`src/rtl/msort_pkg.sv`:
```
`timescale 1ns / 1ps
package msort_pkg;

  localparam int MAX_ITEMS  = 64;
  localparam int DATA_WIDTH = 32;
  localparam int VALUE_W    = 32;

  localparam int ADDR_W = (MAX_ITEMS > 1) ? $clog2(MAX_ITEMS) : 1;
  localparam int CNT_W  = $clog2(MAX_ITEMS + 1);
  localparam int WID_W  = CNT_W + 1;
  localparam int SUM_W  = CNT_W + 2;

  localparam int UPC_W  = 4;
  localparam int OP_W   = 4;
  localparam int COND_W = 3;

  // datapath operations
  localparam logic [OP_W-1:0] OP_NONE      = 4'd0;
  localparam logic [OP_W-1:0] OP_LOAD      = 4'd1;
  localparam logic [OP_W-1:0] OP_PASS_INIT = 4'd2;
  localparam logic [OP_W-1:0] OP_LO_CLEAR  = 4'd3;
  localparam logic [OP_W-1:0] OP_RUN_SETUP = 4'd4;
  localparam logic [OP_W-1:0] OP_MERGE     = 4'd5;
  localparam logic [OP_W-1:0] OP_LO_ADV    = 4'd6;
  localparam logic [OP_W-1:0] OP_PASS_ADV  = 4'd7;
  localparam logic [OP_W-1:0] OP_EMIT_INIT = 4'd8;
  localparam logic [OP_W-1:0] OP_EMIT      = 4'd9;
  localparam logic [OP_W-1:0] OP_CLEAR     = 4'd10;

  // jump conditions
  localparam logic [COND_W-1:0] CND_NEVER      = 3'd0;
  localparam logic [COND_W-1:0] CND_ALWAYS     = 3'd1;
  localparam logic [COND_W-1:0] CND_NOT_FINAL  = 3'd2;
  localparam logic [COND_W-1:0] CND_WIDTH_DONE = 3'd3;
  localparam logic [COND_W-1:0] CND_LO_DONE    = 3'd4;
  localparam logic [COND_W-1:0] CND_RUN_BUSY   = 3'd5;
  localparam logic [COND_W-1:0] CND_EMIT_BUSY  = 3'd6;

  // program steps
  localparam logic [UPC_W-1:0] ST_LOAD      = 4'd0;
  localparam logic [UPC_W-1:0] ST_PASS_INIT = 4'd1;
  localparam logic [UPC_W-1:0] ST_PASS_TEST = 4'd2;
  localparam logic [UPC_W-1:0] ST_RUN_TEST  = 4'd3;
  localparam logic [UPC_W-1:0] ST_MERGE     = 4'd4;
  localparam logic [UPC_W-1:0] ST_RUN_NEXT  = 4'd5;
  localparam logic [UPC_W-1:0] ST_PASS_ADV  = 4'd6;
  localparam logic [UPC_W-1:0] ST_EMIT_INIT = 4'd7;
  localparam logic [UPC_W-1:0] ST_EMIT      = 4'd8;
  localparam logic [UPC_W-1:0] ST_DONE      = 4'd9;

  typedef struct packed {
    logic [OP_W-1:0]   op;
    logic [COND_W-1:0] cond;
    logic [UPC_W-1:0]  target;
  } msort_ctrl_t;

  typedef struct packed {
    logic final_acc;
    logic width_done;
    logic lo_done;
    logic run_last;
    logic emit_last;
  } msort_flags_t;

  function automatic msort_ctrl_t ucode(input logic [UPC_W-1:0] step);
    msort_ctrl_t w;
    w = '{op: OP_NONE, cond: CND_ALWAYS, target: ST_LOAD};
    unique case (step)
      ST_LOAD:      w = '{op: OP_LOAD,      cond: CND_NOT_FINAL,  target: ST_LOAD};
      ST_PASS_INIT: w = '{op: OP_PASS_INIT, cond: CND_NEVER,      target: ST_LOAD};
      ST_PASS_TEST: w = '{op: OP_LO_CLEAR,  cond: CND_WIDTH_DONE, target: ST_EMIT_INIT};
      ST_RUN_TEST:  w = '{op: OP_RUN_SETUP, cond: CND_LO_DONE,    target: ST_PASS_ADV};
      ST_MERGE:     w = '{op: OP_MERGE,     cond: CND_RUN_BUSY,   target: ST_MERGE};
      ST_RUN_NEXT:  w = '{op: OP_LO_ADV,    cond: CND_ALWAYS,     target: ST_RUN_TEST};
      ST_PASS_ADV:  w = '{op: OP_PASS_ADV,  cond: CND_ALWAYS,     target: ST_PASS_TEST};
      ST_EMIT_INIT: w = '{op: OP_EMIT_INIT, cond: CND_NEVER,      target: ST_LOAD};
      ST_EMIT:      w = '{op: OP_EMIT,      cond: CND_EMIT_BUSY,  target: ST_EMIT};
      ST_DONE:      w = '{op: OP_CLEAR,     cond: CND_ALWAYS,     target: ST_LOAD};
      default:      w = '{op: OP_NONE,      cond: CND_ALWAYS,     target: ST_LOAD};
    endcase
    return w;
  endfunction

  function automatic logic [DATA_WIDTH-1:0] to_data(input logic [VALUE_W-1:0] v);
    logic [63:0] t;
    t = 64'(v);
    return t[DATA_WIDTH-1:0];
  endfunction

  function automatic logic [VALUE_W-1:0] from_data(input logic [DATA_WIDTH-1:0] d);
    logic [63:0] t;
    t = 64'(d);
    return t[VALUE_W-1:0];
  endfunction

endpackage

```
`src/rtl/msort_useq.sv`:
```
`timescale 1ns / 1ps
module msort_useq (
  input  logic                    clk,
  input  logic                    rst_n,
  input  msort_pkg::msort_flags_t flags,
  output msort_pkg::msort_ctrl_t  ctrl
);
  import msort_pkg::*;

  logic [UPC_W-1:0] upc_r;
  logic [UPC_W-1:0] upc_nxt;
  msort_ctrl_t      word;
  logic             taken;

  assign word = ucode(upc_r);
  assign ctrl = word;

  always_comb begin
    unique case (word.cond)
      CND_NEVER:      taken = 1'b0;
      CND_ALWAYS:     taken = 1'b1;
      CND_NOT_FINAL:  taken = !flags.final_acc;
      CND_WIDTH_DONE: taken = flags.width_done;
      CND_LO_DONE:    taken = flags.lo_done;
      CND_RUN_BUSY:   taken = !flags.run_last;
      CND_EMIT_BUSY:  taken = !flags.emit_last;
      default:        taken = 1'b1;
    endcase
    upc_nxt = taken ? word.target : upc_r + UPC_W'(1);
  end

  always_ff @(posedge clk) begin
    if (!rst_n) begin
      upc_r <= ST_LOAD;
    end else begin
      upc_r <= upc_nxt;
    end
  end

endmodule

```
`config.mk`:
```
export PLATFORM = sky130hd
export DESIGN_NAME = msort_useq
export DESIGN_NICKNAME = d
export VERILOG_FILES = /design/src/rtl/msort_pkg.sv /design/src/rtl/msort_useq.sv
export SDC_FILE = /design/constraint.sdc
export NUM_CORES = 1
export LEC_CHECK = 0
export ABC_AREA = 1
export BUFFER_PORTS_ARGS = -buffer_cell sky130_fd_sc_hd__buf_4
export CAP_MARGIN = 0
export CELL_PAD_IN_SITES_DETAIL_PLACEMENT = 0
export CELL_PAD_IN_SITES_GLOBAL_PLACEMENT = 1
export CORE_ASPECT_RATIO = 1.5
export CORE_MARGIN = 5
export CORE_UTILIZATION = 36
export DETAILED_ROUTE_END_ITERATION = 6
export PLACE_DENSITY = 0.74
export SKIP_CTS_REPAIR_TIMING = 1
export SLEW_MARGIN = 20
export SYNTH_ARGS = -nofsm -noshare
export SYNTH_HDL_FRONTEND = slang
export SYNTH_SLANG_ARGS = --single-unit
```
`constraint.sdc`:
```
create_clock -name clk -period 1.7 [get_ports clk]
set_input_delay 0.17 -clock clk [delete_from_list [all_inputs] [get_ports clk]]
set_output_delay 0.17 -clock clk [all_outputs]
set_load 0.005 [all_outputs]
```
# Word-level counts from Yosys, hierarchy flattened
# Memory sizes are Yosys's and may differ from the RTL's. A register that Yosys moved wholly into a read port is not among the register bits.
# Cells that the tools add are included.
# totals
rom_bits	176
inputBits	7
memories	1
regBits	4
# classes
n_reduce_logical	4
mux	3
eq_ne	5
add_sub_neg	1
# memory_table
name	words	width	read_ports	rd_clocked_by_memory_dff	write_ports	line	rtl
(name not given)	16	11	1	1	0	msort_pkg.sv:68	unique case (step)
# op_table
operator	count
equality test 3 bit, second input constant	3
two-way mux 4 bit	2
equality test 3 x 2 -> 1 bit, second input constant	2
one-hot mux 1 bit (6 select lines)	1
adder 4 x 1 -> 4 bit, second input constant	1
zero test 1 bit	3
zero test 3 bit	1

# Longest topological paths before layout
# Gate-level depths: netlist of run 1.
# logic_depth
ltp_word	4
mapped_depth	13
ltp_nobuf	13

# Worst setup path after synthesis of run 1
# No wires, ideal clock.
# synth_path
path_kind	reg2reg
start	register, netlist name ctrl[6]
end	register, netlist name ctrl[1]
stages_incl_launch_ff	10
setup_time_ps	116
slack_ps	129
n_path_buf	0
synth_period_minus_slack_ps	1571
t_arrival_ps	1455
required_time_ps	1584
path_cell_list	dfxtp_1 nand2_2 and2_4 nand2_2 nand2_4 nand2_1 nand3_2 ha_1 o21ai_0 nor2_1
# synth_between
elab_chain_cells	4
# synth_rtl
element	line	rtl
equality test 3 bit (tied with other cells)	msort_useq.sv:19	unique case (word.cond)
one-hot mux 1 bit (6 select lines) (*)	msort_useq.sv:19	
two-way mux 4 bit (*)	msort_useq.sv:29	upc_nxt = taken ? word.target : upc_r + UPC_W'(1);
two-way mux 4 bit (no source line) (*)	n/a	
# Every way passes the cells marked *; elsewhere a longest branch is shown, timed or not.
# A chain may end at the register's enable or synchronous reset.

# Worst setup path in the final report of run 1
# layout_path
start	register, netlist name ctrl[6]
end	register, netlist name ctrl[1]
# layout_between
elab_chain_cells	4
# layout_rtl
element	line
equality test 3 bit (tied with other cells)	msort_useq.sv:19
one-hot mux 1 bit (6 select lines) (*)	msort_useq.sv:19
two-way mux 4 bit (*)	msort_useq.sv:29
two-way mux 4 bit (no source line) (*)	n/a
# Marks and branches as above.

==> out/qor.txt, run 1 <==
LOGIC SYNTHESIS
-------------------------------------------------------------------------------------
Fraction of post-synthesis cell area in the top cell type by area              0.4040
Largest area contributor in the synthesized netlist                           dfxtp_1
Count of distinct cell types in the synthesized netlist                            21
Sequential fraction of the synthesis area                                      0.4040
Average footprint of a synthesized cell                                     7.823 um2
Post-synthesis cell count                                                          95
Synthesized Nets                                                                  107
Yosys synthesis warning count                                                       0
#FFs+latches synth                                                                 15
Biggest area contributors in the synthesized netlist                     dfxtp_1 (40%), nand2_1 (12%), ha_1 (8.4%), inv_1 (7.1%), nand3_1 (6.1%)
Cell area after technology mapping                                          743.2 um2

DRT
-------------------------------------------------------------------------------------
Detailed router's first-iteration violation count                                  12
Drt total wl                                                                  1555 um
Post-detailed-route wirelength per cell                                      11.03 um
Routed via count                                                                  662
Number of DRC violations after detailed routing                                     0
Vias per inst                                                                   4.695
First-pass DRT Iterations                                                           4
Antenna-violating nets left                                                         0

FINAL LAYOUT
-------------------------------------------------------------------------------------
Count of placed standard cells in the final layout, fillers left out              141
Number of nets in the layout                                                      132
Most frequent standard cell in the layout excluding fill and tap cells        nand2_1
Antenna diode count                                                                 0
Commonest non-fill, non-tap cells in the layout                          nand2_1 (24), buf_4 (21), inv_1 (14), dfxtp_1 (13), nand3_1 (9)
Util after Layout                                                              0.4800
Fillers                                                                           211
Synth-to-layout area growth                                                    29.29%
Share of layout cells above drive strength 1                                   0.3361

PLACEMENT
-------------------------------------------------------------------------------------
# port buffers                                                                     17
DP HPWL                                                                       1275 um
Global placer's final weighted congestion                                      0.8159
Number of cells in the design after placement                                     137

OUTCOME
-------------------------------------------------------------------------------------
Result of the run                                                           completed

CTS
-------------------------------------------------------------------------------------
Later-pin clock latency in the skew report                                     280 ps
Number of clock buffers inserted by TritonCTS                                       3
TritonCTS clock tree                                                              yes
CTS clk-pin slew, worst paths                                                   90 ps
Clock sink total                                                                   15
Root Driver                                                                  clkbuf_4
Maximum root-to-sink buffer count                                                   2
H-tree lvl count                                                                    1

GRT
-------------------------------------------------------------------------------------
GRT Resource Usage Total                                                       0.1141
Via count of the first global-routing pass                                        600
Largest net degree at the start of global routing                                  12
Grt ovf                                                                             0
Wire length of the first global-routing pass                                  2553 um
Number of antenna violations at the first check in global routing                   0

SETUP PATH
-------------------------------------------------------------------------------------
Element type at the critical path start                                          flop
Required time of the critical path                                            1880 ps
Category of the critical setup timing path                                    reg2reg
Arrival time reported for the critical path endpoint                          1760 ps
Worst Setup End Kind                                                             flop
Max Fanout on Critical Path                                                         6

FLOORPLAN
-------------------------------------------------------------------------------------
Die outline area                                                             3092 um2
Vert. Die Dim                                                                65.65 um
Horizontal extent of the die                                                 47.10 um
Initial standard-cell utilization of the core                                  0.3713
Number of placement rows                                                           20
Standard cell core area                                                      2002 um2
Ports                                                                              18

POWER AND IR DROP
-------------------------------------------------------------------------------------
Power density of the placed cells                                         2080 nW/um2
Worst vdd ir                                                                0.8184 mV
Leakage power                                                               0.5211 nW

TIMING
-------------------------------------------------------------------------------------
Max-slew headroom at the worst pin                                             0.8692
Final min period                                                              1582 ps
Total count of hold-check failures in the final report                              0
Maximum operating frequency                                                0.6322 GHz
Final Max Slew Viols                                                                0
Pin slew with the least headroom to its limit                                195.4 ps
Total of endpoints with negative setup slack in the final report                    0
Final period utilization                                                       0.9304
Setup repair after global routing missed its margin                              true
Worst Clk Skew                                                               3.063 ps

HOLD PATH
-------------------------------------------------------------------------------------
Min-Delay Path Class                                                           in2reg

RUN
-------------------------------------------------------------------------------------
Count of maximum capacitance violations                                             0

[flip-flops by register name, indices dropped and copies added (netlist names)]
register,flops
ctrl,11
upc_r,4
[power breakdown]
part	leakage, nW	switching (W)	total [W]	internal, W
logic	0.381	0.000682	0.00119	0.000513
registers	0.125	0.0000837	0.000604	0.000520
clock network	0.0150	0.000109	0.000200	0.0000909
total	0.521	0.000875	0.00200	0.00112
[cells by family (layout without fill, tap and decap cells)]
kind of cell,Yosys count,in the layout,synth area share
flip-flops,15,15,0.4040
AO/OA/AOI/OAI,6,6,0.04545
AND/OR/NAND/NOR,50,50,0.3468
adder cells (fa/ha/maj),5,5,0.08418
buffers and inverters,17,41,0.09596
XOR/XNOR,2,2,0.02357
[area by class of cell]
| class | instances | area [um2] | share of cell area |
|---|---|---|---|
| inverter | 16 | 60.06 | 0.06250 |
| sequential | 15 | 302.8 | 0.3151 |
| multi-input combinational | 63 | 386.6 | 0.4023 |
| timing repair buffer | 21 | 157.7 | 0.1641 |
| tap | 22 | 27.53 | 0.02865 |
| clock buffer | 4 | 26.28 | 0.02734 |
[through the flow]
stage | power [W] | setup slack, ps | TNS (ps) | instance area, um2 | hold slack (ps)
3_3_place_gp | 0.001758 | 89.77 | 0 | 917.1 | 522.4
5_1_grt | 0.002207 | -15.63 | -24.95 | 960.9 | 234.5
6_report | 0.001999 | 118.3 | 0 | 960.9 | 219.1
4_1_cts | 0.001966 | 21.21 | 0 | 943.4 | 254.8
3_5_place_dp | 0.001767 | 31.64 | 0 | 917.1 | 553.2
2_1_floorplan | 0.001366 | 128.8 | 0 | 743.2 | 373.9
[path summary, 6_finish.rpt]
path / end / slack, ps / cells after the start / start
max: ctrl[1] / 120 / 9 / ctrl[6]
min: upc_r[1] / 220 / 3 / rst_n
max reg2reg: ctrl[1] / 120 / 9 / ctrl[6]
min reg2reg: upc_r[0] / 660 / 3 / upc_r[0]
[worst max-delay path, cell delays in order (launching register included)]
cell     delay (ps)
dfxtp_2         360
nand2_2          70
and2_4          140
nand2_2         110
nand2_4          70
nand2_1         100
nand3_4         110
ha_1            330
o21ai_1         140
nor2_1           50
[synth_stat cells]
master,count
nand2_1,24
buf_6,1
xnor2_1,1
o21ai_2,1
inv_1,14
and2_4,1
nand3_1,9
o21ai_0,1
nand2_4,2
dfxtp_1,15
nor2_1,5
nor2_4,1
nand2_2,2
nand3_2,3
nand4_1,1
o21ai_1,2
inv_2,2
a21oi_1,2
nor2_2,2
xor2_1,1
ha_1,5
[metal layers]
layer	part of all wire	track usage	vias to the layer above
li1	-	-	342
met1	0.39	0.1338	300
met2	0.53	0.1922	18
met3	0.059	0.01918	2
met4	0.011	0.05190	0
met5	0	0	-
(Power assumes the default switching activity.)
==> run 2, diff against run 1 <==
Settings changed: PLACE_DENSITY 0.74 to unset, PLACE_DENSITY_LB_ADDON set to 0.2.
==> run 2 against run 1 <==
Effect of this change: combinational power down 6%; die area did not move; sequential cell count is the same; critical path type unchanged; largest cell class unchanged.
==> out/qor.txt, run 2 (synthesis gave the netlist of run 1 again) <==
DRT
-------------------------------------------------------------------------------------
Vias per inst                                                                   4.507   was 4.695
Detailed router's first-iteration violation count                                  10   was 12
Number of DRC violations after detailed routing                                     0   unchanged
Post-detailed-route wirelength per cell                                      10.09 um   was 11.03 um
First-pass DRT Iterations                                                           4   unchanged
Routed via count                                                                  631   was 662
Antenna-violating nets left                                                         0   unchanged
Drt total wl                                                                  1413 um   was 1555 um

TIMING
-------------------------------------------------------------------------------------
TNS Setup                                                                        0 ps   unchanged
Final period utilization                                                       0.8952   was 0.9304
Final min period                                                              1522 ps   was 1582 ps
Total of endpoints with negative setup slack in the final report                    0   unchanged
Setup repair after global routing missed its margin                             false   was true
Pin slew with the least headroom to its limit                                229.9 ps   was 195.4 ps
Worst hold slack                                                             182.3 ps   was 219.1 ps
Total count of hold-check failures in the final report                              0   unchanged
Worst Clk Skew                                                               6.035 ps   was 3.063 ps
Final Max Slew Viols                                                                0   unchanged
Maximum operating frequency                                                0.6571 GHz   was 0.6322 GHz
Max-slew headroom at the worst pin                                             0.8464   was 0.8692

CTS
-------------------------------------------------------------------------------------
H-tree lvl count                                                                    1   unchanged
Clock sink total                                                                   15   unchanged
Number of clock buffers inserted by TritonCTS                                       3   unchanged
TritonCTS clock tree                                                              yes   unchanged
Root Driver                                                                  clkbuf_4   unchanged
Later-pin clock latency in the skew report                                     280 ps   about the same
CTS clk-pin slew, worst paths                                                   80 ps   was 90 ps
Maximum root-to-sink buffer count                                                   2   unchanged

FINAL LAYOUT
-------------------------------------------------------------------------------------
Util after Layout                                                              0.4725   was 0.4800
Share of layout cells above drive strength 1                                   0.3305   was 0.3361
Antenna diode count                                                                 0   unchanged
Count of placed standard cells in the final layout, fillers left out              140   was 141
Number of nets in the layout                                                      131   was 132
Largest register FFs                                                               11   unchanged
Commonest non-fill, non-tap cells in the layout                          nand2_1 (24), buf_4 (20), inv_1 (14), dfxtp_1 (13), nand3_1 (9)   was nand2_1 (24), buf_4 (21), inv_1 (14), dfxtp_1 (13), nand3_1 (9)
Most frequent standard cell in the layout excluding fill and tap cells        nand2_1   unchanged
Synth-to-layout area growth                                                    27.27%   was 29.29%

SETUP PATH
-------------------------------------------------------------------------------------
Required time of the critical path                                            1880 ps   about the same
Max Fanout on Critical Path                                                         5   was 6
Worst Setup End Kind                                                             flop   unchanged
Arrival time reported for the critical path endpoint                          1700 ps   was 1760 ps
Element type at the critical path start                                          flop   unchanged
Category of the critical setup timing path                                    reg2reg   unchanged

GRT
-------------------------------------------------------------------------------------
Grt ovf                                                                             0   unchanged
Wire length of the first global-routing pass                                  2428 um   was 2553 um
Number of antenna violations at the first check in global routing                   0   unchanged
Via count of the first global-routing pass                                        606   was 600
GRT Resource Usage Total                                                       0.1070   was 0.1141
Largest net degree at the start of global routing                                  12   unchanged

PLACEMENT
-------------------------------------------------------------------------------------
Number of cells in the design after placement                                     136   was 137
# port buffers                                                                     17   unchanged
Global placer's final weighted congestion                                      0.8087   was 0.8159
DP HPWL                                                                       1176 um   was 1275 um

POWER AND IR DROP
-------------------------------------------------------------------------------------
Leakage power                                                               0.5152 nW   was 0.5211 nW
Power density of the placed cells                                         2027 nW/um2   was 2080 nW/um2
Worst vdd ir                                                                0.8410 mV   was 0.8184 mV

HOLD PATH
-------------------------------------------------------------------------------------
Min-Delay Path Class                                                           in2reg   unchanged

FLOORPLAN
-------------------------------------------------------------------------------------
Initial standard-cell utilization of the core                                  0.3713   unchanged
Standard cell core area                                                      2002 um2   unchanged
Die outline area                                                             3092 um2   unchanged
Vert. Die Dim                                                                65.65 um   unchanged
Ports                                                                              18   unchanged
Number of placement rows                                                           20   unchanged
Horizontal extent of the die                                                 47.10 um   unchanged

RUN
-------------------------------------------------------------------------------------
Count of maximum capacitance violations                                             0   unchanged

OUTCOME
-------------------------------------------------------------------------------------
Result of the run                                                           completed   unchanged

[run 2: cell types whose count changed in the layout (fill, tap and decap cells not counted)]
cell | previous run | this run
nand3_4 | 2 | 1
buf_4 | 21 | 20
nand3_2 | 1 | 2
[run 2: report_power, final]
part | internal [W] | leakage [nW] | switching [W]
sequential | 0.000520 | 0.125 | 0.0000836
combinational | 0.000490 | 0.375 | 0.000633
clock | 0.0000911 | 0.0150 | 0.0000990
[run 2: final timing paths]
path | from | endpoint | slack [ps] | depth (start not counted)
worst max-delay path | ctrl[6] | ctrl[1] | 180 | 9
worst min-delay path | rst_n | upc_r[0] | 180 | 3
worst max register to register | ctrl[6] | ctrl[1] | 180 | 9
worst min register to register | upc_r[0] | upc_r[0] | 610 | 3
[run 2: worst max-delay path, stage by stage, from the launching register on]
cell and delay (ps):
dfxtp_2 360, nand2_2 70, and2_4 140, nand2_2 110, nand2_4 70, nand2_1 100, nand3_4 90, ha_1 310
o21ai_1 130, nor2_1 50
[run 2: area by class of cell]
cell class	count	area, um2
Fill cell	207	1056
Multi-Input combinational cell	63	379.1
Sequential cell	15	302.8
Timing Repair Buffer	20	150.1
Inverter	16	60.06
Tap cell	22	27.53
Clock buffer	4	26.28
[run 2: stage by stage]
step / worst slack [ps] / cell area [um2] / total power, W
finish: 178.1 / 945.9 / 0.001917
floorplan: 128.8 / 743.2 / 0.001366
global placement: 125.4 / 909.6 / 0.001735
CTS: 86.95 / 935.9 / 0.001916
detailed placement: 105.1 / 909.6 / 0.001725
global route: 11.10 / 945.9 / 0.002120
[run 2: layer usage]
| layer | routed length (um) | GRT usage | vias up |
|---|---|---|---|
| li1 | - | - | 337 |
| met1 | 542 | 0.1183 | 274 |
| met2 | 728 | 0.1820 | 15 |
| met3 | 99 | 0.01644 | 5 |
| met4 | 42 | 0.06228 | 0 |
| met5 | 0 | 0 | - |
==> run 3, diff against run 2 <==
Clock period 1.7 ns to 1.6 ns, I/O delays scaled along.
==> run 3 against run 2 <==
Effect of this change: worst hold slack gained 42 ps; non-clock buffer count is 2 higher; critical path depth rose by 2; sequential power up 8.3%; clock power is 11% higher; largest power group unchanged; clock skew fell by 2.9 ps; highest routed layer unchanged; count of clock-buffer cells in the layout stayed put; critical endpoint is now ctrl[0].
==> out/qor.txt, run 3 (synthesis gave the netlist of run 1 again) <==
TIMING
-------------------------------------------------------------------------------------
Maximum operating frequency                                                0.6659 GHz   was 0.6571 GHz
Final period utilization                                                       0.9385   was 0.8952
Final WS setup                                                               98.32 ps   was 178.1 ps
Total count of hold-check failures in the final report                              0   unchanged
Final Max Slew Viols                                                                0   unchanged
Worst hold slack                                                             224.7 ps   was 182.3 ps
Total of endpoints with negative setup slack in the final report                    0   unchanged
Pin slew with the least headroom to its limit                                185.9 ps   was 229.9 ps
Max-slew headroom at the worst pin                                             0.8756   was 0.8464
Final min period                                                              1502 ps   was 1522 ps
Worst Clk Skew                                                               3.156 ps   was 6.035 ps

SETUP PATH
-------------------------------------------------------------------------------------
Ordered list of cells on the worst path                                  nand2_4, nor2_2, nor2_2, nand2_4, nand2_4, nand2_2, nand3_4, buf_4, ha_1, nand2_1, a21oi_1   was nand2_2, and2_4, nand2_2, nand2_4, nand2_1, nand3_4, ha_1, o21ai_1, nor2_1
Crit path depth                                                                    11   was 9
Most frequent cell on the critical path                                       nand2_4   was nand2_2
Critical Path Max Stage Delay                                                  380 ps   was 360 ps
CP Buf/Inv Count                                                                    1   was 0
Origin of the critical flop-to-flop path                                      ctrl[5]   was ctrl[6]
Element type at the critical path start                                          flop   unchanged
Critical-path top delay cell                                                  dfxtp_2   unchanged
Flop2flop setup slack                                                          100 ps   was 180 ps
Worst R2R End                                                                 ctrl[0]   was ctrl[1]
Category of the critical setup timing path                                    reg2reg   unchanged
Worst Setup End Kind                                                             flop   unchanged
Max Fanout on Critical Path                                                         5   unchanged
Arrival time reported for the critical path endpoint                          1680 ps   was 1700 ps
Required time of the critical path                                            1780 ps   was 1880 ps
Crit path max-delay family                                               simple AND/OR/NAND/NOR gates   unchanged
Cells on worst reg2reg path                                                        11   was 9

GRT
-------------------------------------------------------------------------------------
Number of antenna violations at the first check in global routing                   0   unchanged
Grt ovf                                                                             0   unchanged
GRT Resource Usage Total                                                       0.1103   was 0.1070
Wire length of the first global-routing pass                                  2456 um   was 2428 um
Largest net degree at the start of global routing                                  11   was 12
Via count of the first global-routing pass                                        594   was 606

CTS
-------------------------------------------------------------------------------------
Root Driver                                                                  clkbuf_4   unchanged
TritonCTS clock tree                                                              yes   unchanged
Later-pin clock latency in the skew report                                     280 ps   about the same
H-tree lvl count                                                                    1   unchanged
Number of clock buffers inserted by TritonCTS                                       3   unchanged
Maximum root-to-sink buffer count                                                   2   unchanged
Clock sink total                                                                   15   unchanged
CTS clk-pin slew, worst paths                                                   80 ps   about the same

HOLD PATH
-------------------------------------------------------------------------------------
Min-Delay Path Class                                                           in2reg   unchanged
Hold path start                                                                 rst_n   unchanged
Instance count along the most critical hold path                                    3   unchanged
Terminating pin of the worst hold path                                       upc_r[1]   was upc_r[0]

POWER AND IR DROP
-------------------------------------------------------------------------------------
Net switching share of the total power                                         0.4399   was 0.4252
Sequential cell fraction of total power                                         0.283   was 0.315
Switching power total                                                      0.001016 W   was 0.0008151 W
Worst vdd ir                                                                 1.112 mV   was 0.8410 mV
Share of power burned in combinational logic                                    0.625   was 0.586
Power density of the placed cells                                         2216 nW/um2   was 2027 nW/um2
Leakage power                                                               0.5512 nW   was 0.5152 nW
Internal cell power                                                        0.001294 W   was 0.001102 W
Clock share of power                                                            0.091   was 0.099

FLOORPLAN
-------------------------------------------------------------------------------------
Number of placement rows                                                           20   unchanged
Vert. Die Dim                                                                65.65 um   unchanged
Initial standard-cell utilization of the core                                  0.3713   unchanged
Horizontal extent of the die                                                 47.10 um   unchanged
Die outline area                                                             3092 um2   unchanged
Standard cell core area                                                      2002 um2   unchanged
Ports                                                                              18   unchanged

DRT
-------------------------------------------------------------------------------------
Routed via count                                                                  658   was 631
Drt total wl                                                                  1569 um   was 1413 um
Number of DRC violations after detailed routing                                     0   unchanged
Vias per inst                                                                   4.634   was 4.507
First-pass DRT Iterations                                                           4   unchanged
Antenna-violating nets left                                                         0   unchanged
Detailed router's first-iteration violation count                                   9   was 10
Post-detailed-route wirelength per cell                                      11.05 um   was 10.09 um

FINAL LAYOUT
-------------------------------------------------------------------------------------
Count of placed standard cells in the final layout, fillers left out              142   was 140
Antenna diode count                                                                 0   unchanged
Number of nets in the layout                                                      133   was 131
Share of layout cells above drive strength 1                                   0.4500   was 0.3305
Util after Layout                                                              0.5206   was 0.4725
Most frequent standard cell in the layout excluding fill and tap cells        nand2_1   unchanged
Commonest non-fill, non-tap cells in the layout                          nand2_1 (21), buf_4 (20), inv_1 (13), dfxtp_1 (13), nand3_1 (6)   was nand2_1 (24), buf_4 (20), inv_1 (14), dfxtp_1 (13), nand3_1 (9)
Largest register FFs                                                               11   unchanged
Synth-to-layout area growth                                                    40.24%   was 27.27%

PLACEMENT
-------------------------------------------------------------------------------------
Worst slack after detailed placement                                        -28.12 ps   was 105.1 ps
DP HPWL                                                                       1232 um   was 1176 um
Number of cells in the design after placement                                     138   was 136
# port buffers                                                                     17   unchanged
Global placer's final weighted congestion                                      0.7724   was 0.8087

OUTCOME
-------------------------------------------------------------------------------------
Result of the run                                                           completed   unchanged

RUN
-------------------------------------------------------------------------------------
Count of maximum capacitance violations                                             0   unchanged

run 3: changes by cell type in the layout (fill, tap and decap cells not counted), sizes merged:
cell and change:
buf +2
run 3: how the worst max path moves through the flow:
stage | start | end
2_1_floorplan | ctrl[6] | ctrl[1]
3_3_place_gp | ctrl[6] | ctrl[1]
3_5_place_dp | ctrl[6] | ctrl[1]
4_1_cts | ctrl[6] | ctrl[1]
5_1_grt | ctrl[5] | ctrl[4]
6_report | ctrl[5] | ctrl[0]
run 3: per-stage QoR:
step	total power [W]	setup TNS, ps	instance area (um2)
2_1_floorplan	0.001451	0	743.2
3_3_place_gp	0.001880	0	924.6
3_5_place_dp	0.001877	-28.12	924.6
4_1_cts	0.002089	-49.11	950.9
5_1_grt	0.002531	-57.75	1042
6_report	0.002309	0	1042
run 3: worst reg2reg max path, cell delays in order (launching register included):
cell     delay (ps)
dfxtp_2         380
nand2_4          60
nor2_2          100
nor2_2           60
nand2_4         100
nand2_4          70
nand2_2          80
nand3_4         100
buf_4           150
ha_1            180
nand2_1          60
a21oi_1          60
run 3: final cells by class:
| type | count | area, um2 |
|---|---|---|
| tap | 22 | 27.53 |
| clock buffer | 4 | 26.28 |
| timing repair buffer | 22 | 172.7 |
| inverter | 16 | 60.06 |
| multi-input combinational | 63 | 450.4 |
| fill | 197 | 959.7 |
| sequential | 15 | 305.3 |
run 3: power by group through the flow:
| stage | sequential, W | combinational, W | clock (W) |
|---|---|---|---|
| finish | 0.000654 | 0.00144 | 0.000211 |
| global route | 0.000678 | 0.00162 | 0.000232 |
| CTS | 0.000638 | 0.00124 | 0.000213 |
| detailed placement | 0.000647 | 0.00123 | 0 |
| global placement | 0.000642 | 0.00124 | 0 |
| floorplan | 0.000647 | 0.000804 | 0 |
run 3: routing by layer:
layer	share of wire	global-route usage	vias to the layer above
li1	-	-	343
met1	0.39	0.1271	297
met2	0.52	0.1752	14
met3	0.061	0.02192	4
met4	0.022	0.07266	0
met5	0	0	-
